--- src/rtl/aoa_pkg.sv ---
`default_nettype none

package aoa_pkg;

    localparam int DEF_NUM_CHANNELS = 4;
    localparam int DEF_MAX_SAMPLES  = 64;

    localparam int SAMPLE_W  = 16;
    localparam int CLAMP_W   = 11;
    localparam int AVG_SHIFT = 4;
    localparam int AVG_W     = 15;
    localparam int REPORTED  = 4;

    localparam logic [CLAMP_W-1:0] CLAMP_TOP = 11'd2047;

    typedef enum logic [1:0] {
        ACT_SAMPLE = 2'd0,
        ACT_REPORT = 2'd1,
        ACT_RESYNC = 2'd2,
        ACT_NONE   = 2'd3
    } action_t;

    // controller to datapath
    typedef struct packed {
        logic sample_en;
        logic clear;
        logic phase_rst;
        logic q_clear;
        logic div_load;
        logic div_step;
        logic q_write;
        logic out_load;
    } cmd_t;

    // datapath to controller
    typedef struct packed {
        logic last_bit;
        logic last_ch;
        logic out_busy;
    } sts_t;

endpackage

`default_nettype wire

--- src/rtl/aoa_ctrl.sv ---
`default_nettype none

module aoa_ctrl (
    input  wire logic           clk,
    input  wire logic           rst_n,
    input  wire logic           in_valid,
    output logic                in_ready,
    input  wire logic [1:0]     action,
    input  wire aoa_pkg::sts_t  sts,
    output aoa_pkg::cmd_t       cmd
);

    typedef enum logic [4:0] {
        ST_IDLE  = 5'b00001,
        ST_LOAD  = 5'b00010,
        ST_DIV   = 5'b00100,
        ST_STORE = 5'b01000,
        ST_FIN   = 5'b10000
    } state_t;

    state_t state_reg;
    state_t state_next;
    logic   accept;

    assign in_ready = (state_reg == ST_IDLE);
    assign accept   = in_valid && in_ready;

    always_comb
    begin
        state_next = state_reg;
        cmd        = '0;
        case (state_reg)
            ST_IDLE:
            begin
                if (accept)
                begin
                    case (action)
                        aoa_pkg::ACT_SAMPLE:
                        begin
                            cmd.sample_en = 1'b1;
                        end
                        aoa_pkg::ACT_REPORT:
                        begin
                            cmd.q_clear = 1'b1;
                            state_next  = ST_LOAD;
                        end
                        aoa_pkg::ACT_RESYNC:
                        begin
                            cmd.clear     = 1'b1;
                            cmd.phase_rst = 1'b1;
                        end
                        default:
                        begin
                        end
                    endcase
                end
            end
            ST_LOAD:
            begin
                cmd.div_load = 1'b1;
                state_next   = ST_DIV;
            end
            ST_DIV:
            begin
                cmd.div_step = 1'b1;
                if (sts.last_bit)
                begin
                    state_next = ST_STORE;
                end
            end
            ST_STORE:
            begin
                cmd.q_write = 1'b1;
                state_next  = sts.last_ch ? ST_FIN : ST_LOAD;
            end
            ST_FIN:
            begin
                if (!sts.out_busy)
                begin
                    cmd.out_load = 1'b1;
                    cmd.clear    = 1'b1;
                    state_next   = ST_IDLE;
                end
            end
            default:
            begin
                state_next = ST_IDLE;
            end
        endcase
    end

    always_ff @(posedge clk or negedge rst_n)
    begin
        if (!rst_n)
        begin
            state_reg <= ST_IDLE;
        end
        else
        begin
            state_reg <= state_next;
        end
    end

endmodule

`default_nettype wire

--- src/rtl/aoa_datapath.sv ---
`default_nettype none

module aoa_datapath #(
    parameter int NUM_CHANNELS            = aoa_pkg::DEF_NUM_CHANNELS,
    parameter int MAX_SAMPLES_PER_CHANNEL = aoa_pkg::DEF_MAX_SAMPLES
) (
    input  wire logic                               clk,
    input  wire logic                               rst_n,
    input  wire logic signed [aoa_pkg::SAMPLE_W-1:0] sample,
    input  wire aoa_pkg::cmd_t                      cmd,
    output aoa_pkg::sts_t                           sts,
    output logic                                    out_valid,
    input  wire logic                               out_ready,
    output logic [aoa_pkg::AVG_W-1:0]               avg_ch0,
    output logic [aoa_pkg::AVG_W-1:0]               avg_ch1,
    output logic [aoa_pkg::AVG_W-1:0]               avg_ch2,
    output logic [aoa_pkg::AVG_W-1:0]               avg_ch3,
    output logic                                    dropped
);

    localparam int CNT_W  = $clog2(MAX_SAMPLES_PER_CHANNEL + 1);
    localparam int TOT_W  = aoa_pkg::CLAMP_W + CNT_W;
    localparam int DIVD_W = TOT_W + aoa_pkg::AVG_SHIFT;
    localparam int BIT_W  = $clog2(DIVD_W);
    localparam int PH_W   = (NUM_CHANNELS > 1) ? $clog2(NUM_CHANNELS) : 1;
    localparam int RPT    = (NUM_CHANNELS < aoa_pkg::REPORTED) ? NUM_CHANNELS
                                                               : aoa_pkg::REPORTED;

    logic [TOT_W-1:0]  tot_reg [NUM_CHANNELS];
    logic [CNT_W-1:0]  cnt_reg [NUM_CHANNELS];
    logic [PH_W-1:0]   phase_reg;
    logic              drop_reg;
    logic [PH_W-1:0]   ch_reg;
    logic [BIT_W-1:0]  bit_reg;
    logic              out_valid_reg;

    logic [DIVD_W-1:0] dvd_reg;
    logic [DIVD_W-1:0] quo_reg;
    logic [CNT_W-1:0]  rem_reg;
    logic [CNT_W-1:0]  dvs_reg;
    logic [aoa_pkg::AVG_W-1:0] q_reg [aoa_pkg::REPORTED];
    logic [aoa_pkg::AVG_W-1:0] avg_reg [aoa_pkg::REPORTED];
    logic              dropped_reg;

    logic [PH_W-1:0]   addr;
    logic [TOT_W-1:0]  rd_tot;
    logic [CNT_W-1:0]  rd_cnt;
    logic [aoa_pkg::CLAMP_W-1:0] clamped;
    logic              at_cap;
    logic [PH_W-1:0]   phase_inc;
    logic [CNT_W:0]    shifted;
    logic [CNT_W+1:0]  trial;
    logic              qbit;

    // one read port: sample phase for a sample word, divider channel otherwise
    assign addr   = cmd.sample_en ? phase_reg : ch_reg;
    assign rd_tot = tot_reg[addr];
    assign rd_cnt = cnt_reg[addr];
    assign at_cap = (rd_cnt == CNT_W'(MAX_SAMPLES_PER_CHANNEL));

    always_comb
    begin
        if (sample[aoa_pkg::SAMPLE_W-1])
        begin
            clamped = '0;
        end
        else if (sample[aoa_pkg::SAMPLE_W-2:0]
                 >= {{(aoa_pkg::SAMPLE_W-1-aoa_pkg::CLAMP_W){1'b0}}, aoa_pkg::CLAMP_TOP})
        begin
            clamped = aoa_pkg::CLAMP_TOP;
        end
        else
        begin
            clamped = sample[aoa_pkg::CLAMP_W-1:0];
        end
    end

    assign phase_inc = (phase_reg == PH_W'(NUM_CHANNELS - 1)) ? '0 : phase_reg + 1'b1;

    // restoring division, one quotient bit per cycle
    assign shifted = {rem_reg, dvd_reg[DIVD_W-1]};
    assign trial   = {1'b0, shifted} - {2'b00, dvs_reg};
    assign qbit    = !trial[CNT_W+1];

    assign sts.last_bit = (bit_reg == '0);
    assign sts.last_ch  = (ch_reg == PH_W'(RPT - 1));
    assign sts.out_busy = out_valid_reg && !out_ready;

    always_ff @(posedge clk or negedge rst_n)
    begin
        if (!rst_n)
        begin
            for (int i = 0; i < NUM_CHANNELS; i++)
            begin
                tot_reg[i] <= '0;
                cnt_reg[i] <= '0;
            end
            phase_reg     <= '0;
            drop_reg      <= 1'b0;
            ch_reg        <= '0;
            bit_reg       <= '0;
            out_valid_reg <= 1'b0;
        end
        else
        begin
            if (cmd.sample_en)
            begin
                if (at_cap)
                begin
                    drop_reg <= 1'b1;
                end
                else
                begin
                    tot_reg[phase_reg] <= rd_tot + TOT_W'(clamped);
                    cnt_reg[phase_reg] <= rd_cnt + 1'b1;
                end
                phase_reg <= phase_inc;
            end
            if (cmd.clear)
            begin
                for (int i = 0; i < NUM_CHANNELS; i++)
                begin
                    tot_reg[i] <= '0;
                    cnt_reg[i] <= '0;
                end
                drop_reg <= 1'b0;
            end
            if (cmd.phase_rst)
            begin
                phase_reg <= '0;
            end
            if (cmd.q_clear)
            begin
                ch_reg <= '0;
            end
            if (cmd.div_load)
            begin
                bit_reg <= BIT_W'(DIVD_W - 1);
            end
            if (cmd.div_step)
            begin
                bit_reg <= bit_reg - 1'b1;
            end
            if (cmd.q_write)
            begin
                ch_reg <= ch_reg + 1'b1;
            end
            if (cmd.out_load)
            begin
                out_valid_reg <= 1'b1;
            end
            else if (out_ready)
            begin
                out_valid_reg <= 1'b0;
            end
        end
    end

    always_ff @(posedge clk)
    begin
        if (cmd.div_load)
        begin
            dvd_reg <= {rd_tot, {aoa_pkg::AVG_SHIFT{1'b0}}};
            dvs_reg <= rd_cnt;
            rem_reg <= '0;
            quo_reg <= '0;
        end
        if (cmd.div_step)
        begin
            dvd_reg <= {dvd_reg[DIVD_W-2:0], 1'b0};
            quo_reg <= {quo_reg[DIVD_W-2:0], qbit};
            rem_reg <= qbit ? trial[CNT_W-1:0] : shifted[CNT_W-1:0];
        end
        for (int i = 0; i < aoa_pkg::REPORTED; i++)
        begin
            if (cmd.q_clear)
            begin
                q_reg[i] <= '0;
            end
            else if (cmd.q_write && (i < RPT) && (ch_reg == PH_W'(i)))
            begin
                q_reg[i] <= (dvs_reg == '0) ? '0 : quo_reg[aoa_pkg::AVG_W-1:0];
            end
        end
        if (cmd.out_load)
        begin
            for (int i = 0; i < aoa_pkg::REPORTED; i++)
            begin
                avg_reg[i] <= q_reg[i];
            end
            dropped_reg <= drop_reg;
        end
    end

    assign out_valid = out_valid_reg;
    assign avg_ch0   = avg_reg[0];
    assign avg_ch1   = avg_reg[1];
    assign avg_ch2   = avg_reg[2];
    assign avg_ch3   = avg_reg[3];
    assign dropped   = dropped_reg;

endmodule

`default_nettype wire

--- src/rtl/adc_oversample_averager.sv ---
`default_nettype none

// ADC oversampling block averager. Words carry an action and a signed sample; samples
// belong to channels 0..NUM_CHANNELS-1 in round-robin order, are clamped to 0..2047 and
// summed per channel up to MAX_SAMPLES_PER_CHANNEL samples, beyond which they are dropped
// (the channel slot still advances) and the dropped flag is raised. A report word yields
// one output word with (total * 16) / count per channel for channels 0..3 (0 for an empty
// or absent channel) and the dropped flag, then clears totals, counts and the flag but
// keeps the channel phase. A resync word clears the same and returns the phase to channel
// 0; it gives no output, nor does a sample or the unused action code. A sample or resync
// word leaves the block ready, so the next word may follow at once. A report occupies the
// block while the shared restoring divider, working on a W-bit dividend with W = 15 +
// clog2(MAX_SAMPLES_PER_CHANNEL+1) (W = 22 by default), produces one quotient bit per
// cycle and serves min(NUM_CHANNELS,4) channels one after another. The result sits in an
// output register, so samples keep flowing while it waits to be taken; a second report
// holds in its final state until the previous result has left.

module adc_oversample_averager #(
    parameter int NUM_CHANNELS            = aoa_pkg::DEF_NUM_CHANNELS,
    parameter int MAX_SAMPLES_PER_CHANNEL = aoa_pkg::DEF_MAX_SAMPLES
) (
    input  wire logic                                clk,
    input  wire logic                                rst_n,
    input  wire logic                                in_valid,
    output logic                                     in_ready,
    input  wire logic [1:0]                          action,
    input  wire logic signed [aoa_pkg::SAMPLE_W-1:0] sample,
    output logic                                     out_valid,
    input  wire logic                                out_ready,
    output logic [aoa_pkg::AVG_W-1:0]                avg_ch0,
    output logic [aoa_pkg::AVG_W-1:0]                avg_ch1,
    output logic [aoa_pkg::AVG_W-1:0]                avg_ch2,
    output logic [aoa_pkg::AVG_W-1:0]                avg_ch3,
    output logic                                     dropped
);

    // command and status between sequencer and datapath
    aoa_pkg::cmd_t cmd;
    aoa_pkg::sts_t sts;

    // sequencer: decodes the action, walks the divider through each reported channel
    aoa_ctrl u_ctrl (
        .clk      (clk),
        .rst_n    (rst_n),
        .in_valid (in_valid),
        .in_ready (in_ready),
        .action   (action),
        .sts      (sts),
        .cmd      (cmd)
    );

    // accumulators, channel phase, divider and output register
    aoa_datapath #(
        .NUM_CHANNELS            (NUM_CHANNELS),
        .MAX_SAMPLES_PER_CHANNEL (MAX_SAMPLES_PER_CHANNEL)
    ) u_datapath (
        .clk       (clk),
        .rst_n     (rst_n),
        .sample    (sample),
        .cmd       (cmd),
        .sts       (sts),
        .out_valid (out_valid),
        .out_ready (out_ready),
        .avg_ch0   (avg_ch0),
        .avg_ch1   (avg_ch1),
        .avg_ch2   (avg_ch2),
        .avg_ch3   (avg_ch3),
        .dropped   (dropped)
    );

endmodule

`default_nettype wire

--- config.mk ---
export PLATFORM = sky130hd
export DESIGN_NAME = adc_oversample_averager
export DESIGN_NICKNAME = d
export VERILOG_FILES = /design/src/rtl/aoa_pkg.sv /design/src/rtl/aoa_ctrl.sv /design/src/rtl/aoa_datapath.sv /design/src/rtl/adc_oversample_averager.sv
export SDC_FILE = /design/constraint.sdc
export NUM_CORES = 1
export LEC_CHECK = 0
export BUFFER_PORTS_ARGS = -buffer_cell sky130_fd_sc_hd__buf_4
export CORE_ASPECT_RATIO = 0.9
export CORE_MARGIN = 8
export CORE_UTILIZATION = 60
export CTS_CLUSTER_DIAMETER = 150
export DETAILED_ROUTE_END_ITERATION = 16
export HOLD_SLACK_MARGIN = 0.15
export PLACE_DENSITY = 0.86
export SLEW_MARGIN = 20
export SYNTH_ARGS = -nofsm -noshare
export SYNTH_HDL_FRONTEND = slang
export SYNTH_SLANG_ARGS = --single-unit
--- constraint.sdc ---
create_clock -name clk -period 6 [get_ports clk]
set_input_delay 1.5 -clock clk [delete_from_list [all_inputs] [get_ports clk]]
set_output_delay 1.5 -clock clk [all_outputs]
set_load 0.01 [all_outputs]
# Word level (Yosys, flattened, before mapping)
# Memory sizes are Yosys's and may differ from the RTL's.
# Cells that the tools add are included.
# W data, S select, Z words.
[totals]
ramBits = 120
out_inout_bits = 63
reg_bits = 164
n_memories = 2
in_bits = 22
[classes]
n_mux = 79
n_lt_le_gt_ge = 4
reduce_logical = 22
add_sub_neg = 6
bitwise_logic = 6
n_eq_ne = 17
[mem_list]
columns = ["memory", "depth", "word_bits", "rd", "rd_clocked_by_memory_dff", "write_ports", "line_no", "text"]
rows = [
  ["u_datapath.avg_reg", 4, 15, 4, 0, 4, "aoa_datapath.sv:42", "logic [aoa_pkg::AVG_W-1:0] avg_reg [aoa_pkg::REPORTED];"],
  ["u_datapath.q_reg", 4, 15, 4, 0, 4, "aoa_datapath.sv:41", "logic [aoa_pkg::AVG_W-1:0] q_reg [aoa_pkg::REPORTED];"],
]
[op_table]
columns = ["cell", "n"]
rows = [
  ["$mux W72", 3],
  ["$mux W15", 7],
  ["$mux W28", 3],
  ["$bwmux W72", 1],
  ["$mux W18", 3],
  ["$mux W22", 2],
  ["$mux W7", 6],
  ["$bmux W18 S2", 1],
  ["$demux W18 S2", 1],
  ["$mux W5", 7],
  ["$mux W1", 29],
  ["$bwmux W28", 1],
  ["$pmux W5 S5", 1],
  ["$mux W11", 2],
  ["$add A18 B11 Y18", 1],
  ["$mux W2", 8],
  ["$ge A15 B11 Y1 const B", 1],
  ["$bmux W7 S2", 1],
  ["$demux W7 S2", 1],
  ["$reduce_bool A2 Y1", 6],
  ["$ne A2 B2 Y1 const B", 5],
  ["$sub A8 B7 Y9", 1],
  ["$eq A2 B2 Y1 const B", 4],
  ["$add A7 B1 Y7 const B", 1],
  ["22 further kinds", 38],
]

# Logic depth before layout (Yosys ltp)
[logic_depth]
ltp_word = 14
depth_mapped = 19
mapped_depth_nobuf = 17

# Cells and area by module
# Synthesis repeated with hierarchy kept, for this count alone.
[hier_totals]
cells_unflattened = 884
hier_area_um2 = 12533.3
[modules_own_cells]
columns = ["mod", "seq_area_each_um2", "area_per_inst_um2", "cells_each", "instances"]
rows = [
  ["aoa_datapath", 7822.5, 12127.9, 839, 1],
  ["aoa_ctrl", 126.4, 405.4, 45, 1],
]

# Least setup slack after synthesis
# OpenSTA, ideal clock, no wires.
[synth_path]
path_type = "in2reg"
startpoint = "in out_ready"
endpoint = "reg u_datapath.tot_reg[16] in the netlist's numbering"
arrival_time_ns = 5.371
stages = 6
n_path_buf = 1
setup_slack_ns = 0.501
path_cell_list = "inv_1 -> a21oi_1 -> a21oi_1 -> clkbuf_1 -> and2_1 -> mux2_1"
[synth_between]
elab_chain_len = 6
elab_cells_between_ends = 8
classes_between = "1 x eq/ne; 3 x mux; 4 x reduce/logical"
[synth_rtl]
columns = ["item", "line_no", "text"]
rows = [
  ["start, declared", "adc_oversample_averager.sv:29", "input wire logic out_ready,"],
  ["$logic_not A1 Y1 (*)", "aoa_datapath.sv:87", "assign sts.out_busy = out_valid_reg && !out_ready;"],
  ["$logic_and A1 B1 Y1 (*)", "aoa_datapath.sv:87", ""],
  ["$mux W1 (*)", "aoa_ctrl.sv:78", "if (!sts.out_busy)"],
  ["$pmux W1 S2 (*)", "aoa_ctrl.sv:32", "case (state_reg)"],
  ["$ne A2 B2 Y1 (no source line) / $reduce_bool A2 Y1 (equally long branches)", "n/a", ""],
  ["$reduce_and A2 Y1 (no source line)", "n/a", ""],
  ["end signal, assigned by index", "aoa_datapath.sv:114", "tot_reg[phase_reg] <= rd_tot + TOT_W'(clamped);"],
  ["end, declared", "aoa_datapath.sv:29", "logic [TOT_W-1:0] tot_reg [NUM_CHANNELS];"],
]
# Every way passes the cells marked *; elsewhere a longest branch is shown, timed or not.
# A chain may end at the register's enable or synchronous reset.

# Worst setup path after layout
[layout_path]
startpoint = "in action[1]"
endpoint = "reg u_datapath.tot_reg[52] in the netlist's numbering"
[layout_between]
elab_chain_len = 14
elab_cells_between_ends = 24
classes_between = "1 x add/sub; 3 x eq/ne; 16 x mux; 1 x bitwise; 3 x reduce/logical"
[layout_rtl]
columns = ["item", "line_no", "text"]
rows = [
  ["start, declared", "adc_oversample_averager.sv:26", "input wire logic [1:0] action,"],
  ["$logic_not A2 Y1", "aoa_ctrl.sv:37", "case (action)"],
  ["$mux W1", "aoa_ctrl.sv:37", ""],
  ["$mux W4", "aoa_ctrl.sv:35", "if (accept)"],
  ["$mux W1", "aoa_ctrl.sv:32", ""],
  ["$mux W2", "aoa_datapath.sv:56", "assign addr = cmd.sample_en ? phase_reg : ch_reg;"],
  ["$not A2 Y3 (not written as such)", "aoa_datapath.sv:57", "assign rd_tot = tot_reg[addr];"],
  ["$bmux W18 S2", "aoa_datapath.sv:57", ""],
  ["$mux W18 (not written as such) (2 in series)", "aoa_datapath.sv:57", ""],
  ["via u_datapath.rd_tot[0]", "aoa_datapath.sv:46", "logic [TOT_W-1:0] rd_tot;"],
  ["$add A18 B11 Y18", "aoa_datapath.sv:114", ""],
  ["$bwmux W72", "aoa_datapath.sv:114", ""],
  ["$mux W72", "aoa_datapath.sv:108", "if (at_cap)"],
  ["$mux W72", "aoa_datapath.sv:106", "if (cmd.sample_en)"],
  ["$mux W72", "aoa_datapath.sv:119", "if (cmd.clear)"],
]
# The timed path passes the listed nets, and every way through them passes these cells. The select of a mux whose other input is x is not followed.

==> flow_metrics.py <==
metrics = {
    "synthesis": {
        "synthFlopType": "edfxtp_1",
        "syn_area_per_cell_um2": 12.7,
        "syn_area_um2": 13200,
        "yosys_warnings": 0,
        "synthArstFlopShare": 0.408,
        "synth-edff-count": 168,
        "syn_nets": 1088,
        "synthCells": 1034,
        "seq_area_frac_synth": 0.603,
        "synth_cell_types": 63,
        "synth_seq_cells": 284,
    },
    "global_routing": {
        "grt_usage": 0.202,
        "overflow": 0,
        "grt_pass1_vias": 8202,
        "grt_start_max_net_pins": 74,
        "antenna_found_initial": 0,
        "grt_pass1_wl_mm": 43.2,
    },
    "final_layout": {
        "final_cells": 1427,
        "n_fill_cell": 1432,
        "antenna-diode-count": 0,
        "syn2layout_area_growth_pct": 13.2,
        "utilization": 0.689,
        "nets": 1169,
        "drive_gt1_frac": 0.188,
        "largest_register_ffs": 72,
    },
    "power": {
        "ir_worst_vdd_mv": 0.278,
        "pwr_density_cell_nw_per_um2": 429,
        "p_leak_nw": 6.82,
    },
    "critical_path": {
        "path_class": "input pin to register",
        "arrival_ps": 5580,
        "cp-end-kind": "register",
        "crit_required_ps": 6430,
        "crit_path_max_fanout": 10,
        "r2r_cells": 17,
        "cp-start-kind": "input pin",
    },
    "placed_design": {
        "place_hpwl_mm": 17.4,
        "place_inst": 1377,
        "routabilityCongestion": 0.823,
        "place.port_buffers": 84,
    },
    "die": {
        "io_pins": 85,
        "start_util": 0.609,
        "core_um2": 21600,
        "die_h_um": 157,
        "rows": 51,
        "die_area_um2": 27000,
        "die_w_um": 172,
    },
    "drt": {
        "drt_iter0_markers": 538,
        "routedWlPerCell_um": 18.9,
        "drt_wl_total_mm": 27.0,
        "firstDrtPassIters": 5,
        "viasPerCell": 5.72,
        "via_count": 8168,
        "route.antenna.remaining_nets": 0,
        "route.detailed.drc": 0,
    },
    "clock_tree": {
        "cts_tree": "done",
        "h-tree-depth": 1,
        "cts_resized": 0,
        "path_clk_slew_ps": 70,
        "clock_sinks": 284,
        "cts_buffers": 27,
        "cts_buffer_depth": 3,
        "hold_buffers": 0,
        "clkLatencyLatePin_ps": 550,
        "cts-root-buf": "clkbuf_16",
        "postCtsSetupRepairBufs": 0,
    },
    "hold_path": {
        "min_path_type": "register to register",
        "hold_path_depth": 0,
    },
    "timing": {
        "fin_skew_ps": 18.6,
        "hold_viol_final": 0,
        "period_needed_ps": 5160,
        "period_share": 0.859,
        "worst_pin_slew_ps": 869,
        "rsz0062_at_grt": "false",
        "setup_tns_ps": 0,
        "clock.fmax_ghz": 0.194,
        "final_max_slew_viol_count": 0,
        "setup_violations": 0,
        "slew_headroom": 0.421,
    },
    "job": {
        "cap_violations": 0,
    },
    "status": {
        "status": "complete, no violations",
    },
}
==> worst max-delay path, cell delays in order <==
cell	delay, ps
buf_4	150
or4b_4	590
nor3_1	340
a21oi_4	140
mux2_2	290
nor2_1	40
a21oi_1	190
ha_1	200
inv_1	60
fa_1	390
nor2b_1	130
o21ai_0	160
a211oi_1	320
o31ai_1	180
o21bai_1	260
nor2b_1	220
xnor2_1	120
mux2_1	300
==> metal layers <==
metal | wire [um] | GRT usage
met5 | 0 | 0
met4 | 721 | 0.0734
met3 | 2010 | 0.0350
met2 | 12900 | 0.338
met1 | 11300 | 0.262
==> per-stage QoR <==
step,power (mW),hold WS (ps),setup WS (ps),instance area (um2)
2_1_floorplan,4.15,400,501,13200
3_3_place_gp,4.57,400,476,14000
3_5_place_dp,4.65,405,377,14000
4_1_cts,6.42,420,879,14900
5_1_grt,6.74,425,592,14900
6_report,6.40,419,844,14900
==> cell families (layout without fill, tap and decap cells) <==
| group | Yosys count | in the layout | share of synthesized area |
|---|---|---|---|
| flops | 284 | 284 | 0.603 |
| xor+xnor | 26 | 26 | 0.0173 |
| mux | 171 | 171 | 0.145 |
| simple gates | 352 | 352 | 0.125 |
| compound gates | 87 | 87 | 0.0431 |
| buf+inv | 82 | 184 | 0.0346 |
| fa+ha+maj | 32 | 32 | 0.0315 |
==> layout by cell type, fill, tap and decap left out, types with 17 or more instances in the layout <==
cell	count
edfxtp_1	168
nand2_1	141
nor2_1	127
mux2i_1	120
dfrtp_1	115
buf_4	98
inv_1	35
mux2_2	34
ha_1	30
a21oi_1	29
clkbuf_16	27
and2_1	24
o21ai_0	17
==> synthesized netlist by cell type (3+ instances only) <==
cell / number / area [um2]
inv_1: 35 / 131
mux4_2: 10 / 225
mux2_1: 5 / 56.3
nand3b_1: 4 / 30.0
xnor2_1: 15 / 131
a21oi_1: 31 / 155
nand3_1: 8 / 40.0
mux2i_1: 120 / 1200
nor2_1: 127 / 477
o31ai_1: 3 / 22.5
xor2_1: 11 / 96.3
o21ai_0: 17 / 85.1
dfrtp_1: 115 / 2880
buf_2: 8 / 40.0
nor4_1: 4 / 25.0
nand3_4: 4 / 70.1
nor2b_1: 6 / 37.5
clkbuf_1: 28 / 105
a211oi_1: 3 / 22.5
nor3_1: 7 / 35.0
edfxtp_1: 168 / 5040
nand2_1: 142 / 533
a21o_1: 6 / 45.0
a31oi_1: 5 / 31.3
ha_1: 30 / 375
nand2b_1: 5 / 31.3
mux2_2: 34 / 383
buf_12: 8 / 160
and2_1: 24 / 150
==> layout make-up <==
type,instances,area (um2),area share
Tap cell,291,364,0.0244
Timing Repair Buffer,98,736,0.0493
Clock inverter,16,185,0.0124
Sequential cell,284,7950,0.533
Inverter,36,135,0.00906
Clock buffer,34,732,0.0491
Multi-Input combinational cell,668,4810,0.323
==> final timing paths <==
path / to / start / slack, ps
min reg2reg: u_datapath.avg_reg[2][13] / u_datapath.q_reg[2][13] / 420
min in group asynchronous: u_datapath.tot_reg[43] / rst_n / 1030
min: u_datapath.avg_reg[2][13] / u_datapath.q_reg[2][13] / 420
max reg2reg: u_datapath.tot_reg[52] / u_datapath.phase_reg[1] / 1380
max in group asynchronous: u_datapath.drop_reg / rst_n / 3770
max: u_datapath.tot_reg[52] / action[1] / 840
==> where the power goes <==
part | leakage [nW] | switching [mW] | internal [mW] | total, mW
combinational | 3.23 | 1.18 | 0.763 | 1.94
sequential | 3.13 | 0.233 | 2.48 | 2.71
clock | 0.451 | 0.743 | 1.00 | 1.75
Note: power is estimated with default switching activity, not from simulation.
